--- src/hdl/column_binomial_blur_rgba8_top_assert.svh ---
// assertion helpers shared by the blur design
`ifndef COLUMN_BINOMIAL_BLUR_RGBA8_TOP_ASSERT_SVH
`define COLUMN_BINOMIAL_BLUR_RGBA8_TOP_ASSERT_SVH

// same-cycle implication, checked out of reset
`define CBB_ASSERT_NOW(label, clk, rst_n, ante, cons) \
    label: assert property (@(posedge clk) disable iff (!rst_n) (ante) |-> (cons)) \
        else $error("cbb assertion failed");

// next-cycle implication, checked out of reset
`define CBB_ASSERT_NEXT(label, clk, rst_n, ante, cons) \
    label: assert property (@(posedge clk) disable iff (!rst_n) (ante) |=> (cons)) \
        else $error("cbb assertion failed");

`endif

--- src/hdl/cbb_pkg.sv ---
`default_nettype none

package cbb_pkg;

    localparam int NUM_CHAN = 4;
    localparam int QUEUE_DEPTH = 3;
    localparam logic [1:0] CARRY_START = 2'd2;

    typedef struct packed {
        logic [7:0] chan0_in;
        logic [7:0] chan1_in;
        logic [7:0] chan2_in;
        logic [7:0] chan3_in;
        logic       column_end;
    } pix_in_t;

    typedef struct packed {
        logic [7:0] chan0_out;
        logic [7:0] chan1_out;
        logic [7:0] chan2_out;
        logic [7:0] chan3_out;
        logic       column_done;
    } pix_out_t;

endpackage

`default_nettype wire

--- src/hdl/cbb_chan.sv ---
`default_nettype none

module cbb_chan (
    input  wire logic       clk,
    input  wire logic       rst_n,
    input  wire logic       load,
    input  wire logic       restart,
    input  wire logic       pass,
    input  wire logic [7:0] sample,
    output logic [7:0]      mid_result,
    output logic [7:0]      bot_result
);
    import cbb_pkg::*;

    logic [7:0] older_reg, older_next;
    logic [7:0] middle_reg, middle_next;
    logic [1:0] carry_reg, carry_next;
    logic [9:0] sum_mid;
    logic [9:0] sum_bot;

    // centre result uses the new sample as the one below
    assign sum_mid = 10'(older_reg) + {1'b0, middle_reg, 1'b0} + 10'(sample) + 10'(carry_reg);
    // bottom result replicates the new sample below itself
    assign sum_bot = 10'(middle_reg) + 10'(sample) + {1'b0, sample, 1'b0}
                   + 10'(sum_mid[1:0]);

    assign mid_result = pass ? middle_reg : sum_mid[9:2];
    assign bot_result = pass ? sample : sum_bot[9:2];

    always_comb
    begin
        older_next  = older_reg;
        middle_next = middle_reg;
        carry_next  = carry_reg;
        if (load)
        begin
            if (restart)
            begin
                older_next  = sample;
                middle_next = sample;
                carry_next  = CARRY_START;
            end
            else
            begin
                older_next  = middle_reg;
                middle_next = sample;
                carry_next  = sum_mid[1:0];
            end
        end
    end

    always_ff @(posedge clk or negedge rst_n)
    begin
        if (!rst_n)
        begin
            older_reg  <= '0;
            middle_reg <= '0;
            carry_reg  <= CARRY_START;
        end
        else
        begin
            older_reg  <= older_next;
            middle_reg <= middle_next;
            carry_reg  <= carry_next;
        end
    end

endmodule

`default_nettype wire

--- src/hdl/column_binomial_blur_rgba8_top.sv ---
// a result word is queued for out when the input word that completes it is accepted
// throughput: one word per cycle unless stalled; the bottom pixel of a column adds a second
// result, so an n-pixel column (n > 1) yields n words; input stalls with two or more queued
// reset: no column in progress, carries at two, filter_channel_zero set, output queue empty
`default_nettype none
`include "column_binomial_blur_rgba8_top_assert.svh"

module column_binomial_blur_rgba8_top (
    input  wire logic             clk,
    input  wire logic             rst_n,
    input  wire logic             cfg_wr_en,
    input  wire logic             cfg_wr_data,
    input  wire logic             in_valid,
    output logic                  in_stall,
    input  wire cbb_pkg::pix_in_t in_word,
    output logic                  out_valid,
    input  wire logic             out_stall,
    output cbb_pkg::pix_out_t     out_word
);
    import cbb_pkg::*;

    logic       filter_ch0_reg;
    logic       started_reg;
    logic [1:0] count_reg, count_next;
    pix_out_t   slot_reg [QUEUE_DEPTH];
    pix_out_t   slot_next [QUEUE_DEPTH];
    pix_out_t   shifted [QUEUE_DEPTH];

    logic       in_acc;
    logic       pop;
    logic [1:0] count_after;
    logic [1:0] push_n;
    pix_out_t   push0, push1;

    logic [7:0] px [NUM_CHAN];
    logic [7:0] mid_res [NUM_CHAN];
    logic [7:0] bot_res [NUM_CHAN];

    assign px[0] = in_word.chan0_in;
    assign px[1] = in_word.chan1_in;
    assign px[2] = in_word.chan2_in;
    assign px[3] = in_word.chan3_in;

    assign in_stall  = (count_reg > 2'd1);
    assign in_acc    = in_valid && !in_stall;
    assign out_valid = (count_reg != 2'd0);
    assign pop       = out_valid && !out_stall;
    assign out_word  = slot_reg[0];

    for (genvar c = 0; c < NUM_CHAN; c++)
    begin : g_chan
        cbb_chan u_chan (
            .clk        (clk),
            .rst_n      (rst_n),
            .load       (in_acc),
            .restart    (!started_reg),
            .pass       ((c == 0) && !filter_ch0_reg),
            .sample     (px[c]),
            .mid_result (mid_res[c]),
            .bot_result (bot_res[c])
        );
    end

    // results caused by the accepted word
    always_comb
    begin
        push_n = 2'd0;
        push0  = '0;
        push1  = '0;
        if (in_acc)
        begin
            if (!started_reg)
            begin
                // one-pixel column passes straight through
                if (in_word.column_end)
                begin
                    push_n            = 2'd1;
                    push0.chan0_out   = px[0];
                    push0.chan1_out   = px[1];
                    push0.chan2_out   = px[2];
                    push0.chan3_out   = px[3];
                    push0.column_done = 1'b1;
                end
            end
            else
            begin
                push_n            = in_word.column_end ? 2'd2 : 2'd1;
                push0.chan0_out   = mid_res[0];
                push0.chan1_out   = mid_res[1];
                push0.chan2_out   = mid_res[2];
                push0.chan3_out   = mid_res[3];
                push0.column_done = 1'b0;
                push1.chan0_out   = bot_res[0];
                push1.chan1_out   = bot_res[1];
                push1.chan2_out   = bot_res[2];
                push1.chan3_out   = bot_res[3];
                push1.column_done = 1'b1;
            end
        end
    end

    // output queue: pop from slot 0, then append behind what is left
    always_comb
    begin
        shifted[0]  = pop ? slot_reg[1] : slot_reg[0];
        shifted[1]  = pop ? slot_reg[2] : slot_reg[1];
        shifted[2]  = slot_reg[2];
        count_after = count_reg - {1'b0, pop};
        for (int i = 0; i < QUEUE_DEPTH; i++)
        begin
            slot_next[i] = shifted[i];
            if ((push_n != 2'd0) && (count_after == 2'(i)))
                slot_next[i] = push0;
            if ((push_n == 2'd2) && ((count_after + 2'd1) == 2'(i)))
                slot_next[i] = push1;
        end
        count_next = count_after + push_n;
    end

    always_ff @(posedge clk or negedge rst_n)
    begin
        if (!rst_n)
        begin
            filter_ch0_reg <= 1'b1;
            started_reg    <= 1'b0;
            count_reg      <= 2'd0;
        end
        else
        begin
            if (cfg_wr_en)
                filter_ch0_reg <= cfg_wr_data;
            if (in_acc)
                started_reg <= !in_word.column_end;
            count_reg <= count_next;
        end
    end

    always_ff @(posedge clk)
    begin
        for (int i = 0; i < QUEUE_DEPTH; i++)
            slot_reg[i] <= slot_next[i];
    end

    `CBB_ASSERT_NEXT(a_end_two_words, clk, rst_n,
        in_acc && started_reg && in_word.column_end && !pop,
        count_reg == $past(count_reg) + 2'd2)
    `CBB_ASSERT_NEXT(a_start_no_word, clk, rst_n,
        in_acc && !started_reg && !in_word.column_end && !pop,
        $stable(count_reg))
    `CBB_ASSERT_NOW(a_full_stalls, clk, rst_n,
        count_reg > 2'd1,
        in_stall)
    `CBB_ASSERT_NEXT(a_single_done, clk, rst_n,
        in_acc && !started_reg && in_word.column_end && count_reg == 2'd0,
        out_valid && out_word.column_done)

endmodule

`default_nettype wire
--- config.mk ---
export PLATFORM = sky130hd
export DESIGN_NAME = column_binomial_blur_rgba8_top
export DESIGN_NICKNAME = d
export VERILOG_FILES = /design/src/hdl/cbb_pkg.sv /design/src/hdl/cbb_chan.sv /design/src/hdl/column_binomial_blur_rgba8_top.sv
export VERILOG_INCLUDE_DIRS = /design/src /design/src/hdl
export SDC_FILE = /design/constraint.sdc
export NUM_CORES = 1
export LEC_CHECK = 0
export BUFFER_PORTS_ARGS = -buffer_cell sky130_fd_sc_hd__buf_2
export CORE_ASPECT_RATIO = 0.75
export CORE_MARGIN = 4
export CORE_UTILIZATION = 49
export DETAILED_ROUTE_END_ITERATION = 8
export PLACE_DENSITY = 0.77
export RECOVER_POWER = 50
export SLEW_MARGIN = 40
export SYNTH_ARGS = -nofsm -noshare
export SYNTH_HDL_FRONTEND = slang
export SYNTH_SLANG_ARGS = --single-unit
--- constraint.sdc ---
create_clock -name clk -period 13.55 [get_ports clk]
set_input_delay 2.0325 -clock clk [delete_from_list [all_inputs] [get_ports clk]]
set_output_delay 2.0325 -clock clk [all_outputs]
set_load 0.05 [all_outputs]
==> out/results.txt <==
Vias/cell = 6.10
synthesized flop and latch total = 175
initial antenna violation count = 0
GR Overflow Total = 0
Top-Level Pins = 74
CTS Buf Count = 17
Filler cells = 2318
WP data required = 13.74 ns
CTS tree = built
FP Rows = 51
syn avg cell area = 9.77 µm²
RSZ-0062 raised after global routing = false
chip width = 198 µm
Slew headroom = -213%
Worst setup EP type = register
post-cts sizing count = 0
Multi-input gate area = 7890 µm²
fin util = 54.9%
vias in the first global route = 10500
Hold Crit Class = register to register
Initial Utilization = 50.5%
Syn Nets = 1577
Worst Path Class, Setup = input pin to register
sequential fraction of the synthesis area = 36.8%
status = finished, violations left
CTS H-tree depth = 4
top-area cell type share of the netlist area = 22.4%
root buffer cell = clkbuf_16
Yosys warning count = 0
ys flop type = edfxtp_1
Layout area overhead = 8.87%
cts hold-fix bufs = 0
pins over their slew limit = 234
f_max = 0.140 GHz
Vert. Die Dim = 150 µm
failing checks = max-capacitance violations, max-slew violations
WP data arrival = 7.32 ns
Area contributors post-synth = edfxtp_1 (22%), dfrtp_1 (13%), ha_1 (12%)
clk slew on worst S/H paths = 0.07 ns
Initial DRT Pass Iterations = 5
Setup TNS = 0 ns
post-synth top area cell = edfxtp_1
final setup margin = 6.42 ns
drt drc = 0
Final #Nets = 1626
Avg WL per Cell = 19.6 µm
1st-iter DRT viols = 1027
clk_lat worst skew = 0.44 ns
Reg area = 4880 µm²
Antenna diodes = 0
largest net degree at the start of global routing = 105
crit path launch type = input pin
GRT Overall Usage = 23.4%
Final Setup Violations = 0
Port Buffer Count = 73
wirelength, routed = 34.6 mm
Synth async-reset ratio = 43.4%
post-synth cell types = 69
worst-path maximum fanout = 51
postcts setup bufs = 0
Die ar. = 29800 µm²
setup slack at placement = 7.03 ns
Worst-Margin Slew = 4.70 ns
Mapped Area = 13300 µm²
Synth Instances = 1358
first-pass GRT wire length = 55.8 mm
Hold Vio Cnt, Final = 0
CTS Sinks = 175
DRT antenna net count = 0
number of synthesized flops with an enable pin = 99
Tmin final = 7.13 ns
Clock Path Buffers = 2
clock skew = 0.00963 ns
Final Cycle Share = 52.6%
post-DP HPWL = 24.0 mm
total number of vias = 10800
Largest register FFs = 99
core outline area = 26300 µm²
final hold slack = 0.506 ns
share of layout cells above drive strength 1 = 6.83%
GP Congestion = 0.882
max cap viols = 3
worst paths after layout:
kind / slack, ns / startpoint / cells past startpoint / end
worst max-delay path: 6.42 / in_valid / 7 / slot_reg[0][2]$_DFFE_PP_
worst min register to register: 0.51 / g_chan[2].u_chan.older_reg[4]$_DFFE_PN0P_ / 2 / g_chan[2].u_chan.older_reg[4]$_DFFE_PN0P_
max in group asynchronous: 7.59 / rst_n / 1 / started_reg$_DFFE_PN0P_
worst min-delay path: 0.51 / g_chan[2].u_chan.older_reg[4]$_DFFE_PN0P_ / 2 / g_chan[2].u_chan.older_reg[4]$_DFFE_PN0P_
min in group asynchronous: 3.15 / rst_n / 1 / g_chan[1].u_chan.middle_reg[2]$_DFFE_PN0P_
worst max register to register: 7.73 / count_reg[1]$_DFF_PN0_ / 6 / slot_reg[0][2]$_DFFE_PP_
cells in the mapped netlist, types with 6 or more instances:
cell type / number
a31oi_1: 8
a221oi_1: 32
and2_1: 6
buf_2: 24
o22ai_1: 15
mux2i_1: 49
o21a_1: 8
fa_1: 48
nor2b_1: 13
or3_1: 10
nand3b_1: 6
o21ai_0: 96
and3_1: 6
ha_1: 132
a21o_1: 24
nor3_1: 12
nand2b_1: 19
a211oi_1: 13
a21oi_1: 87
clkbuf_1: 29
xnor2_1: 48
o221ai_1: 9
xor2_1: 16
dfrtp_1: 71
nand4_1: 6
nor2_1: 85
inv_1: 65
o211ai_1: 9
a22oi_1: 24
nand2_1: 192
edfxtp_1: 99
nand3_1: 18
layer usage:
metal / wire [µm] / track usage, %
met1: 16000 / 34.7
met2: 15400 / 36.3
met3: 2610 / 3.91
met4: 621 / 5.13
met5: 0 / 0
cells by family (layout without fill, tap and decap cells):
logic type	count (synthesis)	count (layout)	synth area share [%]
buffers and inverters	124	186	3.79
multiplexers	50	50	3.78
adder cells (fa/ha/maj)	180	180	19.7
AO/OA/AOI/OAI	377	377	18.5
XOR/XNOR	64	64	4.23
flip-flops	175	175	36.8
AND/OR/NAND/NOR	388	388	13.2
layout make-up:
type | instances | share of cell area [%]
timing repair buffer | 89 | 2.99
inverter | 65 | 1.69
clock buffer | 18 | 2.97
tap | 344 | 2.98
sequential | 175 | 33.8
multi-input combinational | 1059 | 54.7
clock inverter | 14 | 0.901
critical path: stages:
cell,delay (ns)
clkbuf_1,0.18
and2b_2,0.17
clkbuf_1,2.12
nand3_1,1.30
nand2_1,1.01
nor2_1,0.10
a221oi_1,0.39
stage by stage:
step / instance area, µm² / cells
after global routing: 14400 / 1764
after floorplan: 13300 / 1358
after CTS: 14500 / 1763
after global placement: 13900 / 1731
final: 14400 / 1764
after detailed placement: 13900 / 1731
layout by cell type, fill, tap and decap left out, types with 8 or more instances in the layout:
cell,instances
nand2_1,191
a22oi_1,24
a221oi_1,32
nor3_1,13
fa_1,48
dfrtp_1,70
edfxtp_1,99
inv_1,65
a211oi_1,13
o211ai_1,9
a21oi_1,87
buf_4,12
nor2_1,84
a31oi_1,8
nand2b_1,18
xor2_1,16
buf_2,36
ha_1,132
o21a_1,8
or3_1,10
o221ai_1,9
xnor2_1,48
clkbuf_1,41
clkbuf_16,17
o21ai_0,96
o22ai_1,15
a21o_1,24
nand3_1,18
mux2i_1,49
nor2b_1,13
Power is not shown: default switching activity piles up to over one toggle a cycle in this logic, so the estimate is an artifact.
